File: src/sv/fdsu_pkg.sv
// Package for the Forth data stack unit: word and depth widths, operation codes,
// stack shift codes and defaults. It depends on nothing and is compiled first.
package fdsu_pkg;

    localparam int unsigned WORD_W          = 32;
    localparam int unsigned DEPTH_W         = 7;
    localparam int unsigned OP_W            = 4;
    localparam int unsigned STACK_DEPTH_DEF = 64;
    localparam int unsigned TOP_N           = 4;

    localparam logic [DEPTH_W-1:0] LIMIT_RESET = DEPTH_W'(64);

    typedef logic signed [WORD_W-1:0] t_word;
    typedef logic [DEPTH_W-1:0]       t_depth;

    typedef enum logic [OP_W-1:0] {
        OP_PUSH  = 4'd0,
        OP_POP   = 4'd1,
        OP_TOP   = 4'd2,
        OP_DUP   = 4'd3,
        OP_SWAP  = 4'd4,
        OP_ADD   = 4'd5,
        OP_DROP  = 4'd6,
        OP_OVER  = 4'd7,
        OP_ROT   = 4'd8,
        OP_2DROP = 4'd9,
        OP_2SWAP = 4'd10,
        OP_2DUP  = 4'd11,
        OP_2OVER = 4'd12
    } t_op;

    typedef enum logic [2:0] {
        SH_DN2  = 3'd0,
        SH_DN1  = 3'd1,
        SH_NONE = 3'd2,
        SH_UP1  = 3'd3,
        SH_UP2  = 3'd4
    } t_shift;

endpackage

File: src/sv/fdsu_req_if.sv
// Request channel of the Forth data stack unit: valid, ready and one operation.
// Depends on fdsu_pkg.
interface fdsu_req_if;
    import fdsu_pkg::*;

    logic              valid;
    logic              ready;
    logic [OP_W-1:0]   req_type;
    t_word             push_word;

    modport source (output valid, req_type, push_word, input ready);
    modport sink   (input valid, req_type, push_word, output ready);
endinterface

File: src/sv/fdsu_rsp_if.sv
// Result channel of the Forth data stack unit: valid, ready and one result.
// Depends on fdsu_pkg.
interface fdsu_rsp_if;
    import fdsu_pkg::*;

    logic   valid;
    logic   ready;
    logic   ok;
    t_word  read_word;
    t_depth depth_after;

    modport source (output valid, ok, read_word, depth_after, input ready);
    modport sink   (input valid, ok, read_word, depth_after, output ready);
endinterface

File: src/sv/forth_data_stack_unit_top.sv
// Top level of the Forth data stack unit: a bounded stack of 32-bit words.
// Depends on fdsu_pkg, fdsu_req_if and fdsu_rsp_if.
//
// Usage:
// Each transfer on i_req carries one stack operation; each operation gives
// exactly one transfer on o_rsp with the success flag, the popped or peeked
// word and the depth after the operation.
// An accepted operation waits in the input register and is done from there once
// the result register is free; it loads the result register, which drives
// o_rsp.valid and holds the result until the transfer on o_rsp.
// One operation is taken every cycle while o_rsp moves: the top four entries sit
// in registers, the next two wait in a fill buffer, and the rest live in two
// memory banks that each see at most one write and one registered read per cycle.
// When the receiver stalls, the result register holds and the input register
// fills; i_req.ready then drops until o_rsp moves again.
// The limit register is to be written through i_cfg_we and i_cfg_data only while
// the unit is idle; the block does not enforce it. Reset empties the stack, sets
// the limit to 64, clears both channel stages; stale words stay above the depth.
module forth_data_stack_unit_top #(
    parameter int unsigned STACK_DEPTH = fdsu_pkg::STACK_DEPTH_DEF
) (
    input  logic                          i_clk,
    input  logic                          i_rst_n,
    input  logic                          i_cfg_we,
    input  logic [fdsu_pkg::DEPTH_W-1:0]  i_cfg_data,
    fdsu_req_if.sink                      i_req,
    fdsu_rsp_if.source                    o_rsp
);
    import fdsu_pkg::*;

    localparam int unsigned SD_W   = $clog2(STACK_DEPTH + 1);
    localparam int unsigned CAP_W  = ((SD_W > DEPTH_W) ? SD_W : DEPTH_W) + 1;
    localparam int unsigned WIN_N  = TOP_N + 2;
    localparam int unsigned BANK_N = (STACK_DEPTH + 1) / 2;
    localparam int unsigned BANK_W = $clog2(STACK_DEPTH) - 1;

    logic            r_in_valid;
    logic [OP_W-1:0] r_in_op;
    t_word           r_in_word;

    logic            r_out_valid;
    logic            r_out_ok;
    t_word           r_out_word;
    t_depth          r_out_depth;

    t_depth          r_depth;
    t_depth          r_limit;
    t_word           r_top [TOP_N];
    t_word           r_fill [2];
    logic [1:0]      r_fill_mem;
    logic            r_fill_par;
    t_word           r_rd_even;
    t_word           r_rd_odd;
    t_word           r_mem_even [BANK_N];
    t_word           r_mem_odd [BANK_N];

    t_word           n_top [TOP_N];
    t_word           n_fill [2];
    logic [1:0]      n_fill_mem;
    t_depth          n_depth;

    t_word           win [WIN_N];
    logic            fire;
    logic            op_known;
    logic [2:0]      need;
    logic [1:0]      grow;
    logic [1:0]      shrink;
    t_shift          shift;
    logic            rd_en;
    logic [TOP_N-1:0] ov_en;
    t_word           ov_val [TOP_N];
    logic [CAP_W-1:0] cap;
    logic [CAP_W-1:0] depth_ext;
    logic [CAP_W-1:0] depth_sum;
    logic [CAP_W-1:0] depth_nx;
    logic [CAP_W-1:0] rd_addr0;
    logic [CAP_W-1:0] rd_addr1;
    logic [CAP_W-1:0] wr_addr3;
    logic [CAP_W-1:0] wr_addr2;
    logic            wr_en3;
    logic            wr_en2;
    logic            we_even;
    logic            we_odd;
    logic [BANK_W-1:0] wa_even;
    logic [BANK_W-1:0] wa_odd;
    logic [BANK_W-1:0] ra_even;
    logic [BANK_W-1:0] ra_odd;
    t_word           wd_even;
    t_word           wd_odd;
    logic            ok;

    assign fire        = r_in_valid && (!r_out_valid || o_rsp.ready);
    assign i_req.ready = !r_in_valid || fire;

    always_comb begin
        for (int k = 0; k < TOP_N; k++) begin
            win[k] = r_top[k];
        end
        win[TOP_N]   = r_fill_mem[0] ? (r_fill_par ? r_rd_odd : r_rd_even) : r_fill[0];
        win[TOP_N+1] = r_fill_mem[1] ? (r_fill_par ? r_rd_even : r_rd_odd) : r_fill[1];
    end

    always_comb begin
        op_known = 1'b1;
        need     = 3'd0;
        grow     = 2'd0;
        shrink   = 2'd0;
        shift    = SH_NONE;
        rd_en    = 1'b0;
        ov_en    = '0;
        for (int k = 0; k < TOP_N; k++) begin
            ov_val[k] = win[k];
        end
        case (r_in_op)
            OP_PUSH: begin
                grow = 2'd1; shift = SH_UP1;
                ov_en[0] = 1'b1; ov_val[0] = r_in_word;
            end
            OP_POP: begin
                need = 3'd1; shrink = 2'd1; shift = SH_DN1; rd_en = 1'b1;
            end
            OP_TOP: begin
                need = 3'd1; rd_en = 1'b1;
            end
            OP_DUP: begin
                need = 3'd1; grow = 2'd1; shift = SH_UP1;
                ov_en[0] = 1'b1; ov_val[0] = win[0];
            end
            OP_SWAP: begin
                need = 3'd2;
                ov_en[1:0] = 2'b11; ov_val[0] = win[1]; ov_val[1] = win[0];
            end
            OP_ADD: begin
                need = 3'd2; shrink = 2'd1; shift = SH_DN1;
                ov_en[0] = 1'b1; ov_val[0] = win[0] + win[1];
            end
            OP_DROP: begin
                need = 3'd1; shrink = 2'd1; shift = SH_DN1;
            end
            OP_OVER: begin
                need = 3'd2; grow = 2'd1; shift = SH_UP1;
                ov_en[0] = 1'b1; ov_val[0] = win[1];
            end
            OP_ROT: begin
                need = 3'd3;
                ov_en[2:0] = 3'b111;
                ov_val[0] = win[2]; ov_val[1] = win[0]; ov_val[2] = win[1];
            end
            OP_2DROP: begin
                need = 3'd2; shrink = 2'd2; shift = SH_DN2;
            end
            OP_2SWAP: begin
                need = 3'd4;
                ov_en = 4'b1111;
                ov_val[0] = win[2]; ov_val[1] = win[3];
                ov_val[2] = win[0]; ov_val[3] = win[1];
            end
            OP_2DUP: begin
                need = 3'd2; grow = 2'd2; shift = SH_UP2;
                ov_en[1:0] = 2'b11; ov_val[0] = win[0]; ov_val[1] = win[1];
            end
            OP_2OVER: begin
                need = 3'd4; grow = 2'd2; shift = SH_UP2;
                ov_en[1:0] = 2'b11; ov_val[0] = win[2]; ov_val[1] = win[3];
            end
            default: begin
                op_known = 1'b0;
            end
        endcase
    end

    assign depth_ext = CAP_W'(r_depth);
    assign cap = (CAP_W'(r_limit) < CAP_W'(STACK_DEPTH)) ? CAP_W'(r_limit)
                                                         : CAP_W'(STACK_DEPTH);
    assign ok = op_known && (depth_ext >= CAP_W'(need))
                && ((depth_ext + CAP_W'(grow)) <= cap);
    assign depth_sum = depth_ext + CAP_W'(grow) - CAP_W'(shrink);
    assign n_depth   = DEPTH_W'(depth_sum);
    assign depth_nx  = (fire && ok) ? depth_sum : depth_ext;

    // Entries below the fill buffer are kept in memory at their distance from
    // the bottom of the stack; two neighbors always fall in different banks.
    assign rd_addr0 = depth_nx - CAP_W'(TOP_N + 1);
    assign rd_addr1 = depth_nx - CAP_W'(TOP_N + 2);
    assign ra_even  = rd_addr0[0] ? rd_addr1[BANK_W:1] : rd_addr0[BANK_W:1];
    assign ra_odd   = rd_addr0[0] ? rd_addr0[BANK_W:1] : rd_addr1[BANK_W:1];
    assign wr_addr3 = depth_ext - CAP_W'(TOP_N);
    assign wr_addr2 = depth_ext - CAP_W'(TOP_N - 1);
    assign wr_en3   = fire && ok && (grow != 2'd0) && (depth_ext >= CAP_W'(TOP_N));
    assign wr_en2   = fire && ok && (grow == 2'd2) && (depth_ext >= CAP_W'(TOP_N - 1));

    always_comb begin
        we_even = 1'b0;
        we_odd  = 1'b0;
        wa_even = wr_addr3[BANK_W:1];
        wa_odd  = wr_addr3[BANK_W:1];
        wd_even = r_top[TOP_N-1];
        wd_odd  = r_top[TOP_N-1];
        if (wr_en3) begin
            if (wr_addr3[0]) begin
                we_odd  = 1'b1;
                wa_odd  = wr_addr3[BANK_W:1];
                wd_odd  = r_top[TOP_N-1];
            end else begin
                we_even = 1'b1;
                wa_even = wr_addr3[BANK_W:1];
                wd_even = r_top[TOP_N-1];
            end
        end
        if (wr_en2) begin
            if (wr_addr2[0]) begin
                we_odd  = 1'b1;
                wa_odd  = wr_addr2[BANK_W:1];
                wd_odd  = r_top[TOP_N-2];
            end else begin
                we_even = 1'b1;
                wa_even = wr_addr2[BANK_W:1];
                wd_even = r_top[TOP_N-2];
            end
        end
    end

    always_comb begin
        for (int k = 0; k < TOP_N; k++) begin
            case (shift)
                SH_UP1:  n_top[k] = win[(k >= 1) ? k - 1 : 0];
                SH_UP2:  n_top[k] = win[(k >= 2) ? k - 2 : 0];
                SH_DN1:  n_top[k] = win[k + 1];
                SH_DN2:  n_top[k] = win[k + 2];
                default: n_top[k] = win[k];
            endcase
            if (ov_en[k]) begin
                n_top[k] = ov_val[k];
            end
        end
    end

    always_comb begin
        n_fill[0]  = win[TOP_N];
        n_fill[1]  = win[TOP_N+1];
        n_fill_mem = 2'b00;
        if (fire && ok) begin
            case (shift)
                SH_UP1: begin
                    n_fill[0] = win[TOP_N-1];
                    n_fill[1] = win[TOP_N];
                end
                SH_UP2: begin
                    n_fill[0] = win[TOP_N-2];
                    n_fill[1] = win[TOP_N-1];
                end
                SH_DN1: begin
                    n_fill[0]  = win[TOP_N+1];
                    n_fill_mem = 2'b10;
                end
                SH_DN2: begin
                    n_fill_mem = 2'b11;
                end
                default: begin
                    n_fill_mem = 2'b00;
                end
            endcase
        end
    end

    always_ff @(posedge i_clk) begin
        if (!i_rst_n) begin
            r_in_valid  <= 1'b0;
            r_out_valid <= 1'b0;
            r_depth     <= '0;
            r_limit     <= LIMIT_RESET;
        end else begin
            if (i_req.ready) begin
                r_in_valid <= i_req.valid;
            end
            if (fire) begin
                r_out_valid <= 1'b1;
            end else if (o_rsp.ready) begin
                r_out_valid <= 1'b0;
            end
            if (fire && ok) begin
                r_depth <= n_depth;
            end
            if (i_cfg_we) begin
                r_limit <= i_cfg_data;
            end
        end
    end

    always_ff @(posedge i_clk) begin
        if (i_req.valid && i_req.ready) begin
            r_in_op   <= i_req.req_type;
            r_in_word <= i_req.push_word;
        end
        if (fire) begin
            r_out_ok    <= ok;
            r_out_word  <= (ok && rd_en) ? r_top[0] : '0;
            r_out_depth <= ok ? n_depth : r_depth;
        end
        if (fire && ok) begin
            r_top <= n_top;
        end
        r_fill     <= n_fill;
        r_fill_mem <= n_fill_mem;
        r_fill_par <= rd_addr0[0];
    end

    always_ff @(posedge i_clk) begin
        if (we_even) begin
            r_mem_even[wa_even] <= wd_even;
        end
        if (we_odd) begin
            r_mem_odd[wa_odd] <= wd_odd;
        end
        r_rd_even <= r_mem_even[ra_even];
        r_rd_odd  <= r_mem_odd[ra_odd];
    end

    assign o_rsp.valid       = r_out_valid;
    assign o_rsp.ok          = r_out_ok;
    assign o_rsp.read_word   = r_out_word;
    assign o_rsp.depth_after = r_out_depth;

endmodule
File: src/flat_wrapper.sv
// flat-port wrapper written by rule: the top's interface ports become plain ports
module forth_data_stack_unit_top_flat import fdsu_pkg::*;
#(
    parameter int unsigned STACK_DEPTH = fdsu_pkg::STACK_DEPTH_DEF
)
  (i_clk, i_rst_n, i_cfg_we, i_cfg_data, i_req_valid, i_req_req_type, i_req_push_word, i_req_ready, o_rsp_valid, o_rsp_ok, o_rsp_read_word, o_rsp_depth_after, o_rsp_ready);
  fdsu_req_if i_req_i ();
  fdsu_rsp_if o_rsp_i ();
  input  logic i_clk;
  input  logic i_rst_n;
  input  logic i_cfg_we;
  input  logic [fdsu_pkg::DEPTH_W-1:0] i_cfg_data;
  input wire logic [$bits(i_req_i.valid)-1:0] i_req_valid;
  input wire logic [$bits(i_req_i.req_type)-1:0] i_req_req_type;
  input wire logic [$bits(i_req_i.push_word)-1:0] i_req_push_word;
  output wire logic [$bits(i_req_i.ready)-1:0] i_req_ready;
  output wire logic [$bits(o_rsp_i.valid)-1:0] o_rsp_valid;
  output wire logic [$bits(o_rsp_i.ok)-1:0] o_rsp_ok;
  output wire logic [$bits(o_rsp_i.read_word)-1:0] o_rsp_read_word;
  output wire logic [$bits(o_rsp_i.depth_after)-1:0] o_rsp_depth_after;
  input wire logic [$bits(o_rsp_i.ready)-1:0] o_rsp_ready;
  assign i_req_i.valid = i_req_valid;
  assign i_req_i.req_type = i_req_req_type;
  assign i_req_i.push_word = i_req_push_word;
  assign i_req_ready = i_req_i.ready;
  assign o_rsp_valid = o_rsp_i.valid;
  assign o_rsp_ok = o_rsp_i.ok;
  assign o_rsp_read_word = o_rsp_i.read_word;
  assign o_rsp_depth_after = o_rsp_i.depth_after;
  assign o_rsp_i.ready = o_rsp_ready;
  forth_data_stack_unit_top #(.STACK_DEPTH(STACK_DEPTH)) u_core (.i_clk(i_clk), .i_rst_n(i_rst_n), .i_cfg_we(i_cfg_we), .i_cfg_data(i_cfg_data), .i_req(i_req_i), .o_rsp(o_rsp_i));
endmodule
File: config.mk
export PLATFORM = sky130hd
export DESIGN_NAME = forth_data_stack_unit_top_flat
export DESIGN_NICKNAME = d
export VERILOG_FILES = /design/src/sv/fdsu_pkg.sv /design/src/sv/fdsu_req_if.sv /design/src/sv/fdsu_rsp_if.sv /design/src/sv/forth_data_stack_unit_top.sv /design/src/flat_wrapper.sv
export SDC_FILE = /design/constraint.sdc
export NUM_CORES = 2
export LEC_CHECK = 0
export BUFFER_PORTS_ARGS = -buffer_cell sky130_fd_sc_hd__buf_2
export CAP_MARGIN = 40
export CORE_ASPECT_RATIO = 0.6
export CORE_MARGIN = 2
export CORE_UTILIZATION = 57
export CTS_CLUSTER_SIZE = 12
export DETAILED_ROUTE_END_ITERATION = 10
export PLACE_DENSITY_LB_ADDON = 0.25
export SYNTH_ARGS = -nofsm -noshare
export SYNTH_HDL_FRONTEND = slang
export SYNTH_SLANG_ARGS = --single-unit
File: constraint.sdc
create_clock -name i_clk -period 6.89 [get_ports i_clk]
set_input_delay 0 -clock i_clk [delete_from_list [all_inputs] [get_ports i_clk]]
set_output_delay 0 -clock i_clk [all_outputs]
set_load 0.02 [all_outputs]
==> results.cfg <==
[setup_path]
cp_data_required_time_ns = 7.65
crit_buf_inv = 6
crit_path_end_kind = flip-flop
cp.depth = 26
critPathArrivalTime_ns = 7.37
max_stage_delay_ns = 0.58
crit_type = flip-flop to flip-flop
cp_slowest_cell = or3_1
critPathLaunchType = flip-flop
timing.rr.end = u_core.r_rd_odd[29]
reg2reg_depth = 26
critPathLaunch = u_core.r_in_op[0]
endpoint = u_core.r_rd_odd[29]
r2r_start = u_core.r_in_op[0]
cp_max_fo = 26
crit_top_cell = buf_4
path_delay_family = simple AND/OR/NAND/NOR gates
rrSetupSlack_ns = 0.28

[finish]
instances_no_fill = 8714
post-route-util_pct = 64.88
final_cell_mix = edfxtp_1 (2252), nand2_1 (691), mux4_2 (436)
layout_commonest_cell = edfxtp_1
drive_gt1_share_pct = 19.42
layout.nets = 6350
syn_to_final_growth_pct = 13.13
stdcell_area_um2 = 111800

[clocking]
worstSkewPairLatency_ns = 0.90
htreeDepth = 4
cts_tree = built
cts_root_buffer = clkbuf_16
cts_buffer_depth = 4
clkSlewWorstSetupHoldPaths_ns = 0.07
numCtsBuffers = 230
cts_sinks = 2399

[hold_path]
hold_class = input pin to flip-flop

[global_route]
antenna_found_initial = 4
grt_max_degree = 86
met2_usage_pct = 42.59
grt_most_used_layer = met1
grt_first_pass_wirelength_mm = 413.4
grt_use_met1_pct = 52.23
overflow = 0
grt_pass1_vias = 56490
met3_usage_pct = 12.02
grtUsageTotal_pct = 32.76

[synth]
syn_avg_cell_area_um2 = 16.67
async_flop_share_pct = 0
synth_nets = 6030
synth_area_um2 = 98810
ys_seq_area_share_pct = 71.42
synth_ff_type = edfxtp_1
synth_seq_cells = 2399
yosysWarnings = 0
synth_cells = 5926
synth_cell_type_count = 79
synth_edf_count = 2252

[sta]
timing.hold.ws_ns = 0.002474
hold_viol_final = 0
worst_pin_slew_ns = 1.048
fmax_mhz = 151.4
fin_crit_ns = 6.606
period_share_pct = 95.88
relSlewSlack_pct = 29.52
maxSlewViolCount = 0
rsz0062_at_grt = yes
setup_viol = 0
finClkSkew_ns = 0.07321

[power]
max-vdd-ir-drop_v = 0.0002405
p_switching_uw = 9945
p_clk_share_pct = 32.3
comb_power_share_pct = 20.0
p_seq_share_pct = 47.7
cell_internal_pwr_uw = 25870
powerDensity_nw_per_um2 = 320.4
p_total_uw = 35820
p_leak_uw = 0.03660
switching_share_pct = 27.76

[placement]
place.gp.congestion = 0.9637
io_buffers = 89
place_inst = 8179
hpwl_mm = 177.5
dpl_cell_area_um2 = 104000

[drt]
ant_nets = 0
wl_per_cell_um = 33.53
firstDrtPassIters = 7
drc = 0
vias = 60030
viasPerCell = 6.888
drt_first_iter_violations = 10760
drt-total-wl_mm = 292.1

[run_status]
status = complete, no violations

[die]
dieArea_um2 = 176800
die_w_um = 541.5
rows = 118
ios = 90
die_h_um = 326.5
start_util_pct = 57.35
core_um2 = 172300

[run]
cap_viol_max_count = 0
==> metrics by stage <==
stage            TNS, ns  setup slack, ns
2_1_floorplan     -9.029          -0.1412
3_3_place_gp           0           0.2876
3_5_place_dp           0           0.3376
4_1_cts                0           0.2960
5_1_grt        -0.007416        -0.007416
6_report               0           0.2839
==> layer usage <==
metal  part of all wire [%]  routed length, um
met1                     41             120500
met2                     40             116900
met3                     16              47590
met4                    2.4               6944
met5                  0.099                289
==> registers in the layout (all words and copies together), names as in the netlist <==
register / flops
u_core.r_in_word: 32
u_core.o_rsp.ok: 1
u_core.r_rd_even: 32
u_core.o_rsp.read_word: 32
u_core.r_fill_par: 1
u_core.r_in_op: 4
u_core.r_mem_odd: 1024
u_core.r_in_valid: 1
u_core.r_top: 128
u_core.o_rsp.depth_after: 7
u_core.r_rd_odd: 32
u_core.r_limit: 7
u_core.o_rsp.valid: 1
u_core.r_fill_mem: 2
u_core.r_fill: 64
u_core.r_depth: 7
u_core.r_mem_even: 1024
==> final cells by class <==
cell class | count | area [um^2]
Antenna cell | 3 | 7.507
Clock buffer | 399 | 6452
Clock inverter | 18 | 146.4
Fill cell | 11800 | 60510
Inverter | 26 | 106.4
Multi-Input combinational cell | 3135 | 27230
Sequential cell | 2399 | 70570
Tap cell | 2280 | 2853
Timing Repair Buffer | 454 | 4413
==> how the worst min path moves through the flow <==
stage	start	to	slack [ns]	cells after the start
after global routing	i_req_req_type[2]	u_core.r_in_op[2]	0.03	2
after global placement	i_req_push_word[14]	u_core.r_in_word[14]	0.18	1
after CTS	i_req_req_type[2]	u_core.r_in_op[2]	0.003	2
after detailed placement	i_req_push_word[10]	u_core.r_in_word[10]	0.18	1
final	i_req_req_type[2]	u_core.r_in_op[2]	0.002	2
after floorplan	i_req_req_type[0]	u_core.r_in_op[0]	0.1	0
==> timing repair <==
item,4_1_cts,5_1_grt
setup endpoints to repair,0,18
gates resized for setup,0,8
endpoints found under the hold margin,73,0
hold buffers,104,0
buffers inserted,0,9
==> cell families after synthesis <==
kind of cell    Yosys count  share of synthesized area [%]
mux                     762                          13.35
flops                  2399                          71.42
buf+inv                 393                          1.829
fa+ha+maj                64                         0.8130
xor+xnor                 54                         0.4863
compound gates         1005                          6.646
simple gates           1249                          5.455
==> cell usage after synthesis (53+ instances only) <==
cell type | count | area, um^2
mux2_2 | 79 | 889.6
and3_1 | 59 | 369.1
edfxtp_1 | 2252 | 67620
buf_2 | 73 | 365.4
mux4_2 | 436 | 9819
nand3_1 | 156 | 780.8
nand2_1 | 696 | 2613
a21oi_1 | 181 | 905.9
o22ai_1 | 85 | 531.8
a221oi_1 | 53 | 464.2
mux2i_1 | 246 | 2462
o21ai_0 | 267 | 1336
a31oi_1 | 61 | 381.6
dfxtp_1 | 147 | 2943
clkbuf_1 | 222 | 833.3
nor2_1 | 208 | 780.8
ha_1 | 53 | 663.1
==> power by group through the flow <==
stage,logic [uW],registers (uW),clock network (uW)
finish,7160,17100,11600
global route,7620,17100,12200
CTS,6990,17100,11600
detailed placement,6900,17400,0
global placement,6780,17400,0
floorplan,5020,16900,0
Note: power is estimated with default switching activity, not from simulation.
